<file path="src/fns_pkg.sv">
`timescale 1ns / 1ps
// Shared types, character codes and match functions for the file name sanitizer.
// No dependencies; used by every module under src.
package fns_pkg;

   localparam int FIFO_DEPTH = 4;
   localparam int FIFO_PTR_W = $clog2(FIFO_DEPTH);
   localparam int FIFO_CNT_W = $clog2(FIFO_DEPTH + 1);

   localparam logic [2:0] POS_SAT = 3'd5;

   localparam logic [7:0] CH_UNDERSCORE = "_";
   localparam logic [7:0] CH_DOT        = ".";
   localparam logic [7:0] CH_SPACE      = " ";
   localparam logic [7:0] CH_CTRL_MAX   = 8'd31;
   localparam logic [7:0] CH_DIGIT_LO   = 8'h31;
   localparam logic [7:0] CH_DIGIT_HI   = 8'h39;

   localparam logic [23:0] DEV_CON = "CON";
   localparam logic [23:0] DEV_PRN = "PRN";
   localparam logic [23:0] DEV_AUX = "AUX";
   localparam logic [23:0] DEV_NUL = "NUL";
   localparam logic [23:0] DEV_COM = "COM";
   localparam logic [23:0] DEV_LPT = "LPT";

   // one queue entry: up to three bytes in emission order
   typedef struct packed {
      logic [2:0][7:0] bytes;
      logic [1:0]      count;
      logic            last;
      logic [1:0]      status;
   } fns_entry_type;

   typedef struct packed {
      logic          valid;
      fns_entry_type entry;
   } fns_push_type;

   function automatic logic [7:0] upper_ascii(input logic [7:0] b);
      if (b >= "a" && b <= "z") begin
         return b - 8'd32;
      end
      return b;
   endfunction

   function automatic logic must_replace(input logic [7:0] b);
      return (b >= 8'd1 && b <= CH_CTRL_MAX) || b == "\\" || b == "/" || b == ":" ||
             b == "*" || b == "?" || b == "\"" || b == "<" || b == ">" || b == "|";
   endfunction

   function automatic logic is_three_dev(input logic [7:0] a, input logic [7:0] b,
                                         input logic [7:0] c);
      logic [23:0] w;
      w = {upper_ascii(a), upper_ascii(b), upper_ascii(c)};
      return w == DEV_CON || w == DEV_PRN || w == DEV_AUX || w == DEV_NUL;
   endfunction

   function automatic logic is_numbered_dev(input logic [7:0] a, input logic [7:0] b,
                                            input logic [7:0] c, input logic [7:0] d);
      logic [23:0] w;
      w = {upper_ascii(a), upper_ascii(b), upper_ascii(c)};
      return d >= CH_DIGIT_LO && d <= CH_DIGIT_HI && (w == DEV_COM || w == DEV_LPT);
   endfunction

endpackage

</file>
<file path="src/fns_front.sv">
`timescale 1ns / 1ps
// Front end: takes input beats, cleans bytes, tracks name position and status,
// and packs the bytes each beat releases into one queue entry. Uses fns_pkg.
module fns_front (
   input  logic                  clock,
   input  logic                  reset,
   input  logic                  req_valid,
   output logic                  req_stall,
   input  logic [7:0]            req_in_byte,
   input  logic                  req_in_last,
   input  logic                  fifo_full,
   output fns_pkg::fns_push_type push
);

   logic [2:0] pos_ff, pos_in;
   logic [1:0] flags_ff, flags_in;
   logic [7:0] head_ff [4];

   logic       accept;
   logic       rep;
   logic [7:0] c;
   logic [7:0] c_out;
   logic [7:0] h0_out;
   logic       rep_any;
   logic       warn;
   logic [1:0] st;

   assign req_stall = fifo_full;
   assign accept    = req_valid && !req_stall;

   always_comb begin
      rep     = fns_pkg::must_replace(req_in_byte);
      c       = rep ? fns_pkg::CH_UNDERSCORE : req_in_byte;
      c_out   = c;
      h0_out  = head_ff[0];
      rep_any = rep;
      warn    = 1'b0;
      if (pos_ff == 3'd0 && c == fns_pkg::CH_SPACE) begin
         warn = 1'b1;
      end
      if (pos_ff == 3'd3 && c == fns_pkg::CH_DOT &&
          fns_pkg::is_three_dev(head_ff[0], head_ff[1], head_ff[2])) begin
         warn = 1'b1;
      end
      if (pos_ff == 3'd4 && c == fns_pkg::CH_DOT &&
          fns_pkg::is_numbered_dev(head_ff[0], head_ff[1], head_ff[2], head_ff[3])) begin
         warn = 1'b1;
      end
      if (req_in_last) begin
         if (pos_ff == 3'd2 && fns_pkg::is_three_dev(head_ff[0], head_ff[1], c)) begin
            warn = 1'b1;
         end
         if (pos_ff == 3'd3 &&
             fns_pkg::is_numbered_dev(head_ff[0], head_ff[1], head_ff[2], c)) begin
            warn = 1'b1;
         end
         // a name of just "." or ".."
         if (pos_ff == 3'd0 && c == fns_pkg::CH_DOT) begin
            c_out   = fns_pkg::CH_UNDERSCORE;
            rep_any = 1'b1;
         end
         if (pos_ff == 3'd1 && head_ff[0] == fns_pkg::CH_DOT && c == fns_pkg::CH_DOT) begin
            h0_out  = fns_pkg::CH_UNDERSCORE;
            c_out   = fns_pkg::CH_UNDERSCORE;
            rep_any = 1'b1;
         end
         if (pos_ff != 3'd0 && (c_out == fns_pkg::CH_DOT || c_out == fns_pkg::CH_SPACE)) begin
            warn = 1'b1;
         end
      end
      st = flags_ff | {warn, rep_any};

      push.entry.bytes  = {fns_pkg::CH_UNDERSCORE, fns_pkg::CH_UNDERSCORE, c_out};
      push.entry.count  = 2'd1;
      push.entry.last   = req_in_last;
      push.entry.status = req_in_last ? st : 2'd0;
      push.valid        = 1'b0;
      case (pos_ff)
         3'd0: begin
            push.valid = accept && req_in_last;
         end
         3'd1: begin
            push.entry.bytes[0] = h0_out;
            push.entry.bytes[1] = c_out;
            push.entry.count    = 2'd2;
            push.valid          = accept && req_in_last;
         end
         3'd2: begin
            push.entry.bytes[0] = head_ff[0];
            push.entry.bytes[1] = head_ff[1];
            push.entry.bytes[2] = c_out;
            push.entry.count    = 2'd3;
            push.valid          = accept;
         end
         default: begin
            push.valid = accept;
         end
      endcase

      if (req_in_last) begin
         pos_in   = 3'd0;
         flags_in = 2'd0;
      end else begin
         pos_in   = (pos_ff < fns_pkg::POS_SAT) ? pos_ff + 3'd1 : fns_pkg::POS_SAT;
         flags_in = st;
      end
   end

   always_ff @(posedge clock) begin
      if (reset) begin
         pos_ff   <= 3'd0;
         flags_ff <= 2'd0;
      end else if (accept) begin
         pos_ff   <= pos_in;
         flags_ff <= flags_in;
      end
   end

   always_ff @(posedge clock) begin
      if (accept && pos_ff < 3'd4) begin
         head_ff[pos_ff[1:0]] <= c;
      end
   end

endmodule

</file>
<file path="src/fns_fifo.sv">
`timescale 1ns / 1ps
// Short queue of byte-group entries between front and back end.
// Uses fns_pkg for the entry type and depth.
module fns_fifo (
   input  logic                   clock,
   input  logic                   reset,
   input  fns_pkg::fns_push_type  push,
   input  logic                   pop,
   output logic                   full,
   output logic                   not_empty,
   output fns_pkg::fns_entry_type head
);

   fns_pkg::fns_entry_type mem_ff [fns_pkg::FIFO_DEPTH];
   logic [fns_pkg::FIFO_PTR_W-1:0] wr_ptr_ff, rd_ptr_ff;
   logic [fns_pkg::FIFO_CNT_W-1:0] cnt_ff;

   assign full      = cnt_ff == fns_pkg::FIFO_CNT_W'(fns_pkg::FIFO_DEPTH);
   assign not_empty = cnt_ff != '0;
   assign head      = mem_ff[rd_ptr_ff];

   always_ff @(posedge clock) begin
      if (reset) begin
         wr_ptr_ff <= '0;
         rd_ptr_ff <= '0;
         cnt_ff    <= '0;
      end else begin
         if (push.valid) begin
            wr_ptr_ff <= wr_ptr_ff + 1'b1;
         end
         if (pop) begin
            rd_ptr_ff <= rd_ptr_ff + 1'b1;
         end
         if (push.valid && !pop) begin
            cnt_ff <= cnt_ff + 1'b1;
         end else if (pop && !push.valid) begin
            cnt_ff <= cnt_ff - 1'b1;
         end
      end
   end

   always_ff @(posedge clock) begin
      if (push.valid) begin
         mem_ff[wr_ptr_ff] <= push.entry;
      end
   end

endmodule

</file>
<file path="src/fns_back.sv">
`timescale 1ns / 1ps
// Back end: walks the head queue entry one byte per result beat.
// Uses fns_pkg for the entry type.
module fns_back (
   input  logic                   clock,
   input  logic                   reset,
   input  logic                   not_empty,
   input  fns_pkg::fns_entry_type head,
   output logic                   pop,
   output logic                   rsp_valid,
   input  logic                   rsp_stall,
   output logic [7:0]             rsp_out_byte,
   output logic                   rsp_out_last,
   output logic [1:0]             rsp_status
);

   logic [1:0] idx_ff, idx_in;
   logic       final_byte;

   always_comb begin
      final_byte   = idx_ff == head.count - 2'd1;
      rsp_valid    = not_empty;
      rsp_out_byte = head.bytes[idx_ff];
      rsp_out_last = head.last && final_byte;
      rsp_status   = final_byte ? head.status : 2'd0;
      pop          = rsp_valid && !rsp_stall && final_byte;
      idx_in       = idx_ff;
      if (rsp_valid && !rsp_stall) begin
         idx_in = final_byte ? 2'd0 : idx_ff + 2'd1;
      end
   end

   always_ff @(posedge clock) begin
      if (reset) begin
         idx_ff <= 2'd0;
      end else begin
         idx_ff <= idx_in;
      end
   end

endmodule

</file>
<file path="src/file_name_sanitizer.sv">
`timescale 1ns / 1ps
// File name sanitizer: streams a file name in and its cleaned bytes out.
// Depends on fns_pkg, fns_front, fns_fifo and fns_back.
//
// Usage:
//   req channel: one name byte per beat (req_in_byte), req_in_last on the final
//   byte. rsp channel: one cleaned byte per beat, rsp_out_last on the final
//   byte, rsp_status on that beat (bit0 replaced, bit1 warning), else zero.
//   Both channels: beat moves when valid is high and stall is low.
// Holding: the first two bytes of a name are held until the third byte or the
//   end of the name arrives; the bytes that a taken byte releases are written
//   into the queue and reach rsp from its head.
// Throughput: one byte per cycle in and out unless stalled. The third byte of
//   a name drops a three-byte entry into the 4-deep queue, drained by the back
//   end one byte per cycle; the queue absorbs that burst, and req_stall rises
//   only when the queue is full (back end stalled by rsp_stall).
// Reset: synchronous, empties the queue and starts a new name.
module file_name_sanitizer (
   input  logic       clock,
   input  logic       reset,
   input  logic       req_valid,
   output logic       req_stall,
   input  logic [7:0] req_in_byte,
   input  logic       req_in_last,
   output logic       rsp_valid,
   input  logic       rsp_stall,
   output logic [7:0] rsp_out_byte,
   output logic       rsp_out_last,
   output logic [1:0] rsp_status
);

   fns_pkg::fns_push_type  push;
   fns_pkg::fns_entry_type head;
   logic                   fifo_full;
   logic                   not_empty;
   logic                   pop;

   fns_front u_front (
      .clock       (clock),
      .reset       (reset),
      .req_valid   (req_valid),
      .req_stall   (req_stall),
      .req_in_byte (req_in_byte),
      .req_in_last (req_in_last),
      .fifo_full   (fifo_full),
      .push        (push)
   );

   fns_fifo u_fifo (
      .clock     (clock),
      .reset     (reset),
      .push      (push),
      .pop       (pop),
      .full      (fifo_full),
      .not_empty (not_empty),
      .head      (head)
   );

   fns_back u_back (
      .clock        (clock),
      .reset        (reset),
      .not_empty    (not_empty),
      .head         (head),
      .pop          (pop),
      .rsp_valid    (rsp_valid),
      .rsp_stall    (rsp_stall),
      .rsp_out_byte (rsp_out_byte),
      .rsp_out_last (rsp_out_last),
      .rsp_status   (rsp_status)
   );

   a_no_push_when_full: assert property (@(posedge clock) disable iff (reset)
      push.valid |-> !fifo_full)
      else $error("queue push while full");

   a_last_pushes: assert property (@(posedge clock) disable iff (reset)
      (req_valid && !req_stall && req_in_last) |-> push.valid)
      else $error("final byte released no output");

   a_status_only_on_last: assert property (@(posedge clock) disable iff (reset)
      (rsp_valid && !rsp_out_last) |-> rsp_status == 2'd0)
      else $error("status on a non-final beat");

   a_reset_empties: assert property (@(posedge clock)
      reset |=> !rsp_valid)
      else $error("output valid after reset");

endmodule

</file>
<file path="config.mk">
export PLATFORM = sky130hd
export DESIGN_NAME = file_name_sanitizer
export DESIGN_NICKNAME = d
export VERILOG_FILES = /design/src/fns_pkg.sv /design/src/fns_front.sv /design/src/fns_fifo.sv /design/src/fns_back.sv /design/src/file_name_sanitizer.sv
export SDC_FILE = /design/constraint.sdc
export NUM_CORES = 1
export LEC_CHECK = 0
export BUFFER_PORTS_ARGS = -buffer_cell sky130_fd_sc_hd__buf_2
export CAP_MARGIN = 20
export CORE_UTILIZATION = 35
export DETAILED_ROUTE_END_ITERATION = 8
export GPL_TIMING_DRIVEN = 0
export PLACE_DENSITY = 0.52
export SETUP_SLACK_MARGIN = 0.05
export SLEW_MARGIN = 20
export SYNTH_ARGS = -nofsm -noshare
export SYNTH_HDL_FRONTEND = slang
export SYNTH_HIERARCHICAL = 1
export SYNTH_SLANG_ARGS = --single-unit
export TNS_END_PERCENT = 10
</file>
<file path="constraint.sdc">
create_clock -name clock -period 3.4 [get_ports clock]
set_clock_uncertainty 0.15 [all_clocks]
set_input_delay 0.68 -clock clock [delete_from_list [all_inputs] [get_ports clock]]
set_output_delay 0.68 -clock clock [all_outputs]
set_load 0.005 [all_outputs]
</file>
==> flow_metrics.tcl <==
set metrics [dict create \
    start_kind "input port" \
    min_path_type "reg -> reg" \
    cp_cell_sequence "buf_2, buf_2, nor3b_2, o2111ai_1, o21a_1, a21oi_4, nor2_4, ha_1, nand4b_1, o21ai_0, a21boi_0, a2111oi_2, o31a_1" \
    final-instance-count-excl-fill 836 \
    filler_cell_count 1924 \
    synth_top_area_cell "edfxtp_1" \
    cts_buffer_depth 2 \
    grt_max_degree 26 \
    path_buf_inv 2 \
    synth-async-reset-ratio_pct 0 \
    cts_hold_buf 0 \
    setup_ws_ps 150 \
    design_area_mm2 0.00857 \
    synth.cell_area_mm2 0.00734 \
    synth_edf_count 148 \
    layout.nets 582 \
    path_clk_slew_ps 60 \
    cap_violations 0 \
    yosysTopAreaCellShare_pct 60.5 \
    cts_tree "done" \
    max_clock_freq_mhz 308 \
    holdPathStages 2 \
    grt_first_pass_wirelength_mm 25.5 \
    synthCells 503 \
    hold_start "u_front/flags_ff[1]" \
    vdd_drop_max_v 0.000348 \
    path_max_fanout 10 \
    drc 0 \
    synth_area_leaders "edfxtp_1, mux4_2, dfxtp_1" \
    critPathMaxStageDelay_ps 340 \
    core_mm2 0.0204 \
    antenna_cells 0 \
    place_ws_ps -596 \
    grt_usage_pct 15.9 \
    layout-drive-gt1-share_pct 21.6 \
    seq_area_frac_synth_pct 64.9 \
    syn-num-nets 532 \
    antenna_found_initial 0 \
    r2r_cells 12 \
    path_common_cell "buf_2" \
    clk_latency_ps 420 \
    dpl.cell_count 798 \
    slowest_stage "a21boi_0" \
    ys_top_cells_by_count "edfxtp_1, nor2_1, nand2_1" \
    syn_to_final_growth_pct 16.7 \
    ys_types 56 \
    hpwl_mm 11.5 \
    maxSlewHeadroom_pct 51.0 \
    required_ps 3390 \
    hold_violations 0 \
    fp.dieW_um 147 \
    cts_root_buffer "clkbuf_16" \
    drtIter0Drc 285 \
    cts_made_buffers 17 \
    whs_ps 315 \
    postRouteAntennaNets 0 \
    slew_violations 0 \
    crit_arrival_ps 3240 \
    min_to "u_front/flags_ff[1]" \
    synthFlopType "edfxtp_1" \
    reg2reg_to "u_fifo/cnt_ff[2]" \
    endpoint_kind "flip-flop" \
    row_count 52 \
    cts.htree.levels 4 \
    grt_overflow 0 \
    syn_area_per_cell_um2 14.6 \
    ff2ff_setup_slack_ps 220 \
    setup_viol 0 \
    grt_pass1_vias 4490 \
    p_per_area_mw_per_mm2 622 \
    initial_core_util_pct 35.9 \
    path_class "in -> reg" \
    post_drt_wl_per_cell_um 19.6 \
    cts_num_sinks 164 \
    rsz0062_at_grt "yes" \
    firstDrtPassIters 5 \
    outcome "complete, no violations" \
    post-route-min-period_ps 3250 \
    synth.most_common_cell "edfxtp_1" \
    postPlaceCellArea_mm2 0.00789 \
    chipHeight_um 147 \
    port_buffers 21 \
    vias 4413 \
    ios 26 \
    design.die.area_mm2 0.0216 \
    ys_seq_elements 164 \
    viasPerCell 5.28 \
    fin_tns_setup_ps 0 \
    crit_family "compound AO/OA/AOI/OAI gates" \
    place.gp.congestion 0.841 \
    yosysWarnings 6 \
    leakage_uw 0.00277 \
    worst_pin_slew_ps 730 \
    routed_wl_mm 16.4 \
    fin_crit_sh_pct 95.6 \
]
## kinds of logic (layout without fill, tap and decap cells)
kind of cell	count (synthesis)	count (layout)	synth area share, %
AOI/OAI and AO/OA	74	74	6.56
xor gates and xnor gates	7	7	0.835
adders and majority gates	16	16	2.83
buffers and inverters	49	112	3.25
DFF	164	164	64.9
muxes	40	40	10.4
and+or+nand+nor	153	153	11.2
## metrics by stage
stage	total power, uW	utilization (%)
floorplan	3130	-
global placement	3420	38.1
detailed placement	3470	38.6
CTS	5360	41.6
global route	5560	41.9
finish	5330	41.9
## cell usage in the layout (no fill, tap or decap), types with 5 or more instances in the layout
cell type,n
edfxtp_1,148
nor2_1,36
nand2_1,33
mux4_2,28
buf_2,25
a21oi_1,23
inv_1,20
clkbuf_16,17
dfxtp_1,15
ha_1,14
o21ai_1,13
clkbuf_1,12
mux2i_1,10
buf_4,10
nor3_1,10
nor4_1,9
o21ai_0,8
nand4b_1,8
and2_1,7
nor2b_1,6
inv_2,5
a221o_1,5
## flip-flops by register name, summed over array words and instances (netlist names), named ones only
name	flops
u_fifo/wr_ptr_ff	2
u_fifo/mem_ff	116
u_fifo/rd_ptr_ff	2
u_back/idx_ff	2
u_front/head_ff	32
u_front/flags_ff	2
u_front/pos_ff	3
u_fifo/cnt_ff	3
## how the worst max path moves through the flow
stage                              start             endpoint  cells past startpoint  slack [ps]
after global routing           flip-flop     u_fifo/cnt_ff[2]                     12          40
after CTS                 req_in_byte[7]  u_fifo/mem_ff[0][1]                     13          20
after global placement    req_in_byte[7]  u_fifo/mem_ff[0][1]                     13        -570
after floorplan           req_in_byte[7]  u_fifo/mem_ff[0][1]                     12         180
after detailed placement  req_in_byte[7]  u_fifo/mem_ff[1][1]                     13        -600
final                     req_in_byte[7]  u_fifo/mem_ff[2][1]                     13         150
## per-layer routing
metal	GRT usage (%)	part of all wire, %	wire length, um
met4	4.48	0.75	123
met2	25.3	48	7860
met1	22.1	48	7780
met3	3.26	3.8	616
met5	0	0	0
## tightest hold or removal path: stages, from the launching register on
cell and delay, ps:
dfxtp_1 310, nand2_1 50, a21oi_1 50
## area by class of cell
cell class / instances / area, um^2 / area share (%)
buffer: 24 / 159 / 1.85
clock buffer: 18 / 429 / 5.01
clock inverter: 14 / 151 / 1.77
inverter: 25 / 93.8 / 1.10
multi-input combinational: 290 / 2390 / 27.9
sequential: 164 / 4770 / 55.6
tap: 270 / 338 / 3.94
timing repair buffer: 31 / 245 / 2.86
## where the power goes
| group | switching (uW) | total, uW | internal (uW) |
|---|---|---|---|
| clock network | 787 | 1880 | 1090 |
| logic | 544 | 1010 | 468 |
| registers | 77.3 | 2440 | 2360 |
| total | 1410 | 5330 | 3920 |
## repair_timing
action / CTS / global route
endpoints found under the setup margin: 9 / 9
pin swaps: 0 / 1
resized for setup: 6 / 9
buffers inserted: 0 / 6
No activity file was read; power rests on OpenSTA's default activity.
